## src/hw/rtl/wbps_pkg.sv

```systemverilog
// shared types and constants for the wildcard byte pattern scanner
package wbps_pkg;

  // default number of pattern cells
  localparam int unsigned PATTERN_MAX_DEF = 64;

  // field widths fixed by the interface
  localparam int unsigned CMD_W     = 3;
  localparam int unsigned PIDX_W    = 6;
  localparam int unsigned LEN_W     = 7;
  localparam int unsigned ADDR_W    = 64;
  localparam int unsigned TALLY_W   = 4;

  // match count saturation
  localparam logic [TALLY_W-1:0] TALLY_SAT = 4'd9;

  // request codes
  typedef enum logic [CMD_W-1:0] {
    CMD_WRITE   = 3'd0,
    CMD_SEARCH  = 3'd1,
    CMD_SECTION = 3'd2,
    CMD_SCAN    = 3'd3,
    CMD_REPORT  = 3'd4
  } cmd_e;

  // control from the request decode to the match tally
  typedef struct packed {
    logic clear;  // new search
    logic hit;    // a full match ends at the current byte
  } tally_ctrl_t;

endpackage

```

## src/hw/rtl/wbps_cell.sv

```systemverilog
// one pattern cell: stored entry plus its partial-match bit
module wbps_cell (
  input  logic       clk_i,
  input  logic       rst_ni,
  input  logic       wr_en_i,
  input  logic [7:0] wr_byte_i,
  input  logic       wr_wild_i,
  input  logic       shift_en_i,
  input  logic       clear_i,
  input  logic [7:0] data_byte_i,
  input  logic       prev_bit_i,
  output logic       bit_d_o,
  output logic       bit_q_o
);
  import wbps_pkg::*;

  logic [7:0] entry_byte_q;
  logic       entry_wild_q;
  logic       bit_q;
  logic       bit_d;

  // pattern entry storage
  always_ff @(posedge clk_i) begin
    if (wr_en_i) begin
      entry_byte_q <= wr_byte_i;
      entry_wild_q <= wr_wild_i;
    end
  end

  // partial match extends the neighbor's when this entry matches
  always_comb begin
    bit_d = prev_bit_i && (entry_wild_q || (entry_byte_q == data_byte_i));
  end

  always_ff @(posedge clk_i or negedge rst_ni) begin
    if (!rst_ni) begin
      bit_q <= 1'b0;
    end else if (clear_i) begin
      bit_q <= 1'b0;
    end else if (shift_en_i) begin
      bit_q <= bit_d;
    end
  end

  assign bit_d_o = bit_d;
  assign bit_q_o = bit_q;

endmodule

```

## src/hw/rtl/wbps_tally.sv

```systemverilog
// match count, first match address and found flag of the current search
module wbps_tally (
  input  logic                          clk_i,
  input  logic                          rst_ni,
  input  wbps_pkg::tally_ctrl_t         ctrl_i,
  input  logic [wbps_pkg::ADDR_W-1:0]   start_addr_i,
  output logic                          any_o,
  output logic [wbps_pkg::TALLY_W-1:0]  tally_o,
  output logic [wbps_pkg::ADDR_W-1:0]   first_addr_o
);
  import wbps_pkg::*;

  logic               any_q, any_d;
  logic [TALLY_W-1:0] tally_q, tally_d;
  logic [ADDR_W-1:0]  first_q, first_d;

  // count matches until saturation, keep the first start address
  always_comb begin
    any_d   = any_q;
    tally_d = tally_q;
    first_d = first_q;
    if (ctrl_i.clear) begin
      any_d   = 1'b0;
      tally_d = '0;
      first_d = '0;
    end else if (ctrl_i.hit && (tally_q < TALLY_SAT)) begin
      if (!any_q) begin
        any_d   = 1'b1;
        first_d = start_addr_i;
      end
      tally_d = tally_q + TALLY_W'(1);
    end
  end

  always_ff @(posedge clk_i or negedge rst_ni) begin
    if (!rst_ni) begin
      any_q   <= 1'b0;
      tally_q <= '0;
      first_q <= '0;
    end else begin
      any_q   <= any_d;
      tally_q <= tally_d;
      first_q <= first_d;
    end
  end

  assign any_o        = any_q;
  assign tally_o      = tally_q;
  assign first_addr_o = first_q;

endmodule

```

## src/hw/rtl/wildcard_byte_pattern_scan.sv

```systemverilog
// top level of the wildcard byte pattern scanner: cell chain, tally, result register
//
//   channel   direction  handshake               payload
//   in        input      in_valid_i/in_ready_o   cmd, pattern_index, pattern_byte,
//                                                wildcard_req, data_byte, byte_address
//   out       output     out_valid_o/out_ready_i found, match_count, first_address
//   cfg       input      cfg_we_i                cfg_wdata_i (pattern_length)
//
// one request per cycle: a scanned byte updates every cell's partial-match bit at once
// a report result appears in the output register the cycle after the request
// input stalls only while a report result is held and out_ready_i is low
// reset clears the partial bits, tally, result valid and sets pattern_length to 1
// pattern entries hold no reset value and must be written before use
module wildcard_byte_pattern_scan #(
  parameter int unsigned PATTERN_MAX = wbps_pkg::PATTERN_MAX_DEF
) (
  input  logic                           clk_i,
  input  logic                           rst_ni,
  input  logic                           cfg_we_i,
  input  logic [wbps_pkg::LEN_W-1:0]     cfg_wdata_i,
  input  logic                           in_valid_i,
  output logic                           in_ready_o,
  input  logic [wbps_pkg::CMD_W-1:0]     cmd_i,
  input  logic [wbps_pkg::PIDX_W-1:0]    pattern_index_i,
  input  logic [7:0]                     pattern_byte_i,
  input  logic                           wildcard_req_i,
  input  logic [7:0]                     data_byte_i,
  input  logic [wbps_pkg::ADDR_W-1:0]    byte_address_i,
  output logic                           out_valid_o,
  input  logic                           out_ready_i,
  output logic                           found_o,
  output logic [wbps_pkg::TALLY_W-1:0]   match_count_o,
  output logic [wbps_pkg::ADDR_W-1:0]    first_address_o
);
  import wbps_pkg::*;

  localparam int unsigned IdxW = (PATTERN_MAX > 1) ? $clog2(PATTERN_MAX) : 1;
  localparam int unsigned NumW = $clog2(PATTERN_MAX + 1);
  localparam int unsigned CmpW = (NumW > LEN_W) ? NumW : LEN_W;
  localparam int unsigned SelW = (IdxW > PIDX_W) ? IdxW : PIDX_W;

  logic [LEN_W-1:0]       pattern_length_q;
  logic                   in_acc;
  logic                   do_write, do_search, do_section, do_scan, do_report;
  logic [CmpW-1:0]        len_ext, len_used;
  logic [IdxW-1:0]        last_idx;
  logic [PATTERN_MAX-1:0] bit_d, bit_q;
  logic                   hit;
  logic [ADDR_W-1:0]      start_addr;
  tally_ctrl_t            tally_ctrl;
  logic                   any_match;
  logic [TALLY_W-1:0]     tally;
  logic [ADDR_W-1:0]      first_addr;
  logic                   out_valid_q;
  logic                   found_q;
  logic [TALLY_W-1:0]     count_q;
  logic [ADDR_W-1:0]      addr_q;

  // pattern length register
  always_ff @(posedge clk_i or negedge rst_ni) begin
    if (!rst_ni) begin
      pattern_length_q <= LEN_W'(1);
    end else if (cfg_we_i) begin
      pattern_length_q <= cfg_wdata_i;
    end
  end

  // clamp length into 1..PATTERN_MAX
  always_comb begin
    len_ext = CmpW'(pattern_length_q);
    if (len_ext == '0) begin
      len_used = CmpW'(1);
    end else if (len_ext > CmpW'(PATTERN_MAX)) begin
      len_used = CmpW'(PATTERN_MAX);
    end else begin
      len_used = len_ext;
    end
    last_idx = IdxW'(len_used - CmpW'(1));
  end

  // request decode
  assign in_ready_o = !out_valid_q || out_ready_i;
  assign in_acc     = in_valid_i && in_ready_o;

  always_comb begin
    do_write   = 1'b0;
    do_search  = 1'b0;
    do_section = 1'b0;
    do_scan    = 1'b0;
    do_report  = 1'b0;
    unique case (cmd_e'(cmd_i))
      CMD_WRITE:   do_write   = in_acc;
      CMD_SEARCH:  do_search  = in_acc;
      CMD_SECTION: do_section = in_acc;
      CMD_SCAN:    do_scan    = in_acc;
      CMD_REPORT:  do_report  = in_acc;
      default: ;
    endcase
  end

  // chain of pattern cells
  for (genvar j = 0; j < PATTERN_MAX; j++) begin : g_cell
    logic prev_bit;
    logic wr_sel;
    if (j == 0) begin : g_head
      assign prev_bit = 1'b1;
    end else begin : g_link
      assign prev_bit = bit_q[j-1];
    end
    assign wr_sel = do_write && (SelW'(pattern_index_i) == SelW'(j));

    wbps_cell u_cell (
      .clk_i       (clk_i),
      .rst_ni      (rst_ni),
      .wr_en_i     (wr_sel),
      .wr_byte_i   (pattern_byte_i),
      .wr_wild_i   (wildcard_req_i),
      .shift_en_i  (do_scan),
      .clear_i     (do_search || do_section),
      .data_byte_i (data_byte_i),
      .prev_bit_i  (prev_bit),
      .bit_d_o     (bit_d[j]),
      .bit_q_o     (bit_q[j])
    );
  end

  // full match ends at this byte when the last used cell matches
  assign hit        = do_scan && bit_d[last_idx];
  assign start_addr = byte_address_i - ADDR_W'(last_idx);

  assign tally_ctrl.clear = do_search;
  assign tally_ctrl.hit   = hit;

  wbps_tally u_tally (
    .clk_i        (clk_i),
    .rst_ni       (rst_ni),
    .ctrl_i       (tally_ctrl),
    .start_addr_i (start_addr),
    .any_o        (any_match),
    .tally_o      (tally),
    .first_addr_o (first_addr)
  );

  // result register
  always_ff @(posedge clk_i or negedge rst_ni) begin
    if (!rst_ni) begin
      out_valid_q <= 1'b0;
    end else if (do_report) begin
      out_valid_q <= 1'b1;
    end else if (out_ready_i) begin
      out_valid_q <= 1'b0;
    end
  end

  always_ff @(posedge clk_i) begin
    if (do_report) begin
      found_q <= any_match;
      count_q <= tally;
      addr_q  <= any_match ? first_addr : '0;
    end
  end

  assign out_valid_o     = out_valid_q;
  assign found_o         = found_q;
  assign match_count_o   = count_q;
  assign first_address_o = addr_q;

endmodule
```

## config.mk

```make
export PLATFORM = sky130hd
export DESIGN_NAME = wildcard_byte_pattern_scan
export DESIGN_NICKNAME = d
export VERILOG_FILES = /design/src/hw/rtl/wbps_pkg.sv /design/src/hw/rtl/wbps_cell.sv /design/src/hw/rtl/wbps_tally.sv /design/src/hw/rtl/wildcard_byte_pattern_scan.sv
export SDC_FILE = /design/constraint.sdc
export NUM_CORES = 1
export LEC_CHECK = 0
export BUFFER_PORTS_ARGS = -buffer_cell sky130_fd_sc_hd__buf_2
export CELL_PAD_IN_SITES_DETAIL_PLACEMENT = 1
export CELL_PAD_IN_SITES_GLOBAL_PLACEMENT = 2
export CORE_MARGIN = 2
export CORE_UTILIZATION = 44
export CTS_CLUSTER_SIZE = 24
export DETAILED_ROUTE_END_ITERATION = 7
export PLACE_DENSITY = 0.84
export SYNTH_ARGS = -nofsm -noshare
export SYNTH_HDL_FRONTEND = slang
export SYNTH_SLANG_ARGS = --single-unit
export TNS_END_PERCENT = 30
```

## constraint.sdc

```tcl
create_clock -name clk_i -period 5.7 [get_ports clk_i]
set_input_delay 0.855 -clock clk_i [delete_from_list [all_inputs] [get_ports clk_i]]
set_output_delay 0.855 -clock clk_i [all_outputs]
set_load 0.05 [all_outputs]
```

**Word-level counts from Yosys, hierarchy flattened**

Index checks and enable logic that the tools add are counted.

- Add/subtract/negate cells: 3
- Order comparisons: 3
- Equal/unequal tests: 132
- Muxes and demuxes: 144
- Reduce and logical (&&, ||, !) cells: 204

Operators with widths:

| operator | count |
|---|---|
| 8-bit == test | 64 |
| 6-bit == test (second input constant) | 32 |
| 64-bit two-way mux | 3 |
| 1-bit two-way mux | 136 |
| 1-bit logical AND | 130 |
| 6-bit by 5-bit == test with 1-bit output (second input constant) | 16 |
| 1-bit logical OR | 66 |
| 64-bit by 6-bit subtractor with 64-bit output | 1 |
| 6-bit by 4-bit == test with 1-bit output (second input constant) | 8 |
| 6-bit by 3-bit == test with 1-bit output (second input constant) | 4 |
| 6-bit by 2-bit == test with 1-bit output (second input constant) | 2 |
| 6-bit two-way mux | 2 |
| 4-bit two-way mux | 2 |
| 7-bit greater-than comparator (second input constant) | 1 |
| 7-bit logical NOT | 1 |
| 6-bit by 7-bit less-than comparator with 1-bit output (second input constant) | 1 |
| 1-bit binary-select mux with 6-bit select | 1 |
| 3-bit by 2-bit == test with 1-bit output (second input constant) | 2 |
| 6-bit by 1-bit == test with 1-bit output (second input constant) | 1 |
| 6-bit logical NOT | 1 |
| 2-bit nonzero test | 3 |
| 6-bit by 1-bit subtractor with 6-bit output (second input constant) | 1 |
| 4-bit by 1-bit adder with 4-bit output (second input constant) | 1 |
| 4-bit less-than comparator (second input constant) | 1 |
| 6 further kinds | 6 |

- Flip-flop bits (word level): 785
- Bits of input ports: 102
- Logic and storage cells: 685

**Depth between registers and ports, before layout**

- Depth in word-level cells: 10
- Mapped depth: 20

**Modules after synthesis**

A second synthesis with hierarchy kept.

- Cell total of the unflattened synthesis: 2559
- Area, all modules: 35140.0 µm²

By module, submodules not included:

| module | instances | cells each | area an instance (µm²) |
|---|---|---|---|
| wbps_cell | 64 | 27 | 420.4 |
| wildcard_byte_pattern_scan | 1 | 593 | 5305.1 |
| wbps_tally | 1 | 238 | 2929.1 |

**Least setup slack after synthesis**

OpenSTA, ideal clock, no wires.

- Kind: input to register
- From: in out_ready_i
- To: reg addr_q[0] (netlist: first_address_o[0]), enable pin
- Setup time: 496 ps
- Arrival time: 4380 ps
- Required time: 5204 ps
- Path slack: 824 ps
- Cell stages on the path: 3
- Path through: nand2b_1 > nand2_1 > nor2_1

- Word-level cells in the longest chain between the ends: 3

Ends and longest elaborated chain:

| item | RTL line | RTL |
|---|---|---|
| from (decl) | wildcard_byte_pattern_scan.sv:30 | `input logic out_ready_i,` |
| 1-bit logical OR | wildcard_byte_pattern_scan.sv:82 | `assign in_ready_o = !out_valid_q \|\| out_ready_i;` |
| 1-bit logical AND | wildcard_byte_pattern_scan.sv:83 | `assign in_acc = in_valid_i && in_ready_o;` |
| 1-bit two-way mux | wildcard_byte_pattern_scan.sv:91 | `unique case (cmd_e'(cmd_i))` |
| net do_report | wildcard_byte_pattern_scan.sv:44 | `logic do_write, do_search, do_section, do_scan, do_report;` |
| to (signal assigned) | wildcard_byte_pattern_scan.sv:159 | `addr_q <= any_match ? first_addr : '0;` |
| to (decl) | wildcard_byte_pattern_scan.sv:57 | `logic [ADDR_W-1:0] addr_q;` |

The timed path passes the listed nets, and every way through them passes these cells.
A chain may end at the register's enable or synchronous reset.

**Final worst setup path**

- From: reg pattern_length_q[0] (netlist: len_ext[0])
- To: reg u_tally.first_q[50] (netlist: u_tally.first_addr_o[50])

- Word-level cells in the longest chain between the ends: 10
- Elaborated cells between the ends (all ways): 15
- Classes of those cells: add/sub (2); order compare (1); mux (7); reduce/logical (5)

Ends and longest elaborated chain:

| item | RTL line | RTL |
|---|---|---|
| from (decl) | wildcard_byte_pattern_scan.sv:42 | `logic [LEN_W-1:0] pattern_length_q;` |
| from (signal assigned) | wildcard_byte_pattern_scan.sv:64 | `pattern_length_q <= cfg_wdata_i;` |
| 7-bit greater-than comparator | wildcard_byte_pattern_scan.sv:73 | `end else if (len_ext > CmpW'(PATTERN_MAX)) begin` |
| 6-bit two-way mux | wildcard_byte_pattern_scan.sv:73 |  |
| 6-bit two-way mux (*) | wildcard_byte_pattern_scan.sv:71 | `if (len_ext == '0) begin` |
| 6-bit by 1-bit subtractor with 6-bit output (*) | wildcard_byte_pattern_scan.sv:78 | `last_idx = IdxW'(len_used - CmpW'(1));` |
| branches (longest 6 deep; another with 64-bit by 6-bit subtractor with 64-bit output) | n/a |  |
| to (signal assigned) | wbps_tally.sv:43 | `first_q <= first_d;` |
| to (decl) | wbps_tally.sv:15 | `logic [ADDR_W-1:0] first_q, first_d;` |

Every way passes the cells marked *. The select of a mux whose other input is x is not followed.

==> summary.md <==
| Metric | Value |
|---|---|
| DR vias/cell | about 5.6 |
| Logic gate share of total power | around 8.9% |
| I/O pin count | 173 |
| Remaining Overflow, GRT | 0 |
| Num CTS Buffers | 84 |
| N_diodes | 0 |
| Port bufs | 172 |
| Largest net degree at the start of global routing | between 80 and 90 |
| Post-CTS Resized | 0 |
| CTS clk-pin slew, worst paths | approximately 0.060 ns |
| Crit. End Element | flop |
| Rel. slew slack | a little under a quarter |
| DIE HEIGHT | 283 µm |
| Cell chain of the critical path | or3_1 > or3_1 > a21o_1 > clkinv_1 > ha_1 > or3_1 > or4_4 > or3_1 > a211o_1 > buf_4 > or3_1 > or4_4 > xnor2_1 > nand2_1 > mux2i_1 |
| DIE WIDTH | around 280 µm |
| Worst reg2reg setup slack | 1.12 ns |
| Syn Area/Cell | about 14 µm² |
| EDFF count, synth | 645 |
| Min-Delay Path Class | in -> async |
| GPL Wtd Cong | around 0.83 |
| TritonRoute pass-1 iters | 5 |
| Synth async-reset ratio | about 18% |
| Crit-path max FO | 15 |
| Sw Share | about a quarter |
| CTS tree | built |
| First-pass GRT wire length | between 100 and 150 mm |
| Via count | around 21,000 |
| Power Internal | a little under 10,000 µW |
| Mapped Cells | 2,484 |
| Wire length per cell | ~26 µm |
| Clk_skew | around 0.026 ns |
| Crit-path most repeated cell | or3_1 |
| Netlist Area Pre-Place | between 30,000 and 40,000 µm² |
| Wirelength, routed | approximately 100 mm |
| Share of cells above drive strength 1 | between 10% and 20% |
| Core Region | between 70,000 and 80,000 µm² |
| RR Endpoint | u_tally.first_addr_o[50]$_DFFE_PN0P_ |
| Slowest-stage cell, CP | or3_1 |
| Later-pin clock latency in the skew report | 0.64 ns |
| Status | finished clean |
| CP max stage delay | 0.54 ns |
| Max Cap Viol | 0 |
| Worst EP arrival | a little over 5 ns |
| Worst R2R Start | len_ext[0]$_DFFE_PN1P_ |
| Clock power share | roughly two fifths |
| Pwr dens | 331 nW/µm² |
| Multi-input logic area | about 11,000 µm² |
| Hold WS | 0.127 ns |
| # DRC | 0 |
| Fillers | 7,704 |
| Hold-fix buffer count after cts | 0 |
| Area Growth Syn to Fin | 14.4% |
| Placed insts | between 3,000 and 4,000 |
| GRT Total Usage | about 25% |
| H-Tree Level Count | 3 |
| Clock Tree Root | clkbuf_16 |
| Post-CTS setup buffer count | 0 |
| Worst Path Required | 6.27 ns |
| Worst r2r path cells | 15 |
| Leak | roughly 0.014 µW |
| FMAX | about 220 MHz |
| RSZ-0062 raised after global routing | no |
| CTS Buffer Depth | 3 |
| Max rail drop VDD | around 0.23 mV |
| YS warnings | 0 |
| Synth unique cells | 70 |
| Crit share post-route | between 80% and 90% |
| Synth Flop Type | edfxtp_1 |
| CTS sink count | 785 |
| Max Slew Vio Count | 0 |
| Detailed router's first-iteration violation count | ~1,700 |
| Switching Power | 3150 µW |
| Final non-filler cell total | 3,792 |
| Number of global-route vias before repair | approximately 23,000 |
| Sequential fraction of the synthesis area | 66.8% |
| Nets | between 2,000 and 3,000 |
| Post-DP HPWL | ~60 mm |
| Crit path time final | about 4.6 ns |
| DIE AREA | about 80,000 µm² |
| Reg area | 22,900 µm² |
| Hold Violations, Final | 0 |
| CP Launch Type | flop |
| Final setup TNS | 0 ns |
| Initial antenna violation count | 3 |
| Syn_nets | 2,596 |
| #FFs+latches synth | between 700 and 800 |
| Kind of critical path | reg -> reg |
| Least-Margin Pin Slew | between 1 and 1.5 ns |
| Flop pwr share | about half |
| Starting Density | ~44% |
| Site Rows | 102 |
| Post-route ant nets | 0 |
| Final setup violation count | 0 |
sequential cells by signal, indices dropped and copies added, names as in the netlist:
| register | cells |
|---|---|
| found_o | 1 |
| g_cell.u_cell.bit_q_o | 63 |
| out_valid_o | 1 |
| g_cell.u_cell.entry_wild_q | 64 |
| match_count_o | 4 |
| len_ext | 7 |
| u_tally.first_addr_o | 64 |
| g_cell.u_cell.entry_byte_q | 512 |
| first_address_o | 64 |
| u_tally.tally_o | 4 |
| u_tally.any_o | 1 |
power groups by stage:
stage	registers [µW]	clock network, µW	logic [µW]
after floorplan	6570	0	636
after global placement	6560	0	1120
after detailed placement	6570	0	1150
after CTS	6450	5430	1160
after global routing	6470	5660	1260
final	6450	5340	1160
synthesized netlist by cell type (all sizes together), types with 11 or more instances:
cell	instances	area share, %
nor4	101	1.9
clkbuf	51	0.56
a41o	13	0.38
edfxtp	645	57
o21a	11	0.24
dfrtp	139	10
nand3	24	0.35
nand2b	13	0.24
a32o	14	0.41
nor2	126	1.4
and2	65	1.2
inv	30	0.33
xnor2	158	4.0
nor3	27	0.39
xor2	399	10
mux2i	64	1.9
a21oi	49	0.72
buf	71	1.1
o31ai	18	0.39
or4	12	0.30
nand4	36	0.66
or3	16	0.29
o21ai	67	0.98
nand2	225	2.5
final cells by class:
cell class | count | share of cell area, %
flip-flops and latches | 785 | 58.4
multi-input cells | 1545 | 27.3
clock buffers | 120 | 5.89
repair buffers | 235 | 3.73
well taps | 1040 | 3.32
clock inverters | 35 | 1.01
inverters | 32 | 0.307
placed cells by master (no fill, tap or decap), types with 58 or more instances in the layout:
| master | n |
|---|---|
| and2_1 | 65 |
| buf_2 | 163 |
| buf_4 | 63 |
| clkbuf_16 | 84 |
| dfrtp_1 | 138 |
| edfxtp_1 | 645 |
| mux2i_1 | 64 |
| nand2_1 | 225 |
| nor2_1 | 125 |
| nor4_1 | 99 |
| o21ai_0 | 58 |
| xnor2_1 | 157 |
| xor2_1 | 399 |
logic make-up after synthesis:
group                    synth area share [%]
multiplexers                             2.14
buffers and inverters                    1.96
AO/OA/AOI/OAI                            4.82
XOR/XNOR                                 14.3
adder cells (fa/ha/maj)                 0.388
AND/OR/NAND/NOR                          9.60
flip-flops                               66.8
through the flow:
step                      utilization [%]  total power (µW)  cell area [µm²]  setup WS (ns)
after floorplan                         -              7210            34200          0.824
after global placement               47.2              7670            36500          0.960
after detailed placement             47.2              7720            36500          0.871
after CTS                            50.7             13000            39200           1.10
after global routing                 50.7             13400            39200          0.840
final                                50.7             12900            39200           1.12
routing by layer:
metal / GRT usage [%] / vias up / part of all wire, %
li1: - / 9335 / -
met2: 42.0 / 728 / 49
met1: 32.5 / 11000 / 42
met4: 7.46 / 6 / 2.4
met5: 0 / - / 0.035
met3: 3.89 / 145 / 6.5
worst max-delay path: cells and delay by family, from the launching register on:
family / cells / cell delay, ns
AO/OA/AOI/OAI: 2 / 0.50
XOR/XNOR: 1 / 0.14
adder cells (fa/ha/maj): 1 / 0.25
buffers and inverters: 2 / 0.37
flip-flops: 1 / 0.53
multiplexers: 1 / 0.13
AND/OR/NAND/NOR: 8 / 2.57
how the worst max path moves through the flow:
| stage | from | to | slack [ns] | cells past startpoint |
|---|---|---|---|---|
| after floorplan | out_ready_i | first_address_o[0]$_SDFFCE_PN0P_ | 0.82 | 3 |
| after global placement | data_byte_i[4] | u_tally.first_addr_o[49]$_DFFE_PN0P_ | 0.96 | 13 |
| after detailed placement | data_byte_i[4] | u_tally.first_addr_o[40]$_DFFE_PN0P_ | 0.87 | 13 |
| after CTS | len_ext[0]$_DFFE_PN1P_ | u_tally.first_addr_o[50]$_DFFE_PN0P_ | 1.10 | 15 |
| after global routing | len_ext[1]$_DFFE_PN0P_ | u_tally.first_addr_o[63]$_DFFE_PN0P_ | 0.84 | 12 |
| final | len_ext[0]$_DFFE_PN1P_ | u_tally.first_addr_o[50]$_DFFE_PN0P_ | 1.12 | 15 |
No activity file was read; power rests on OpenSTA's default activity.
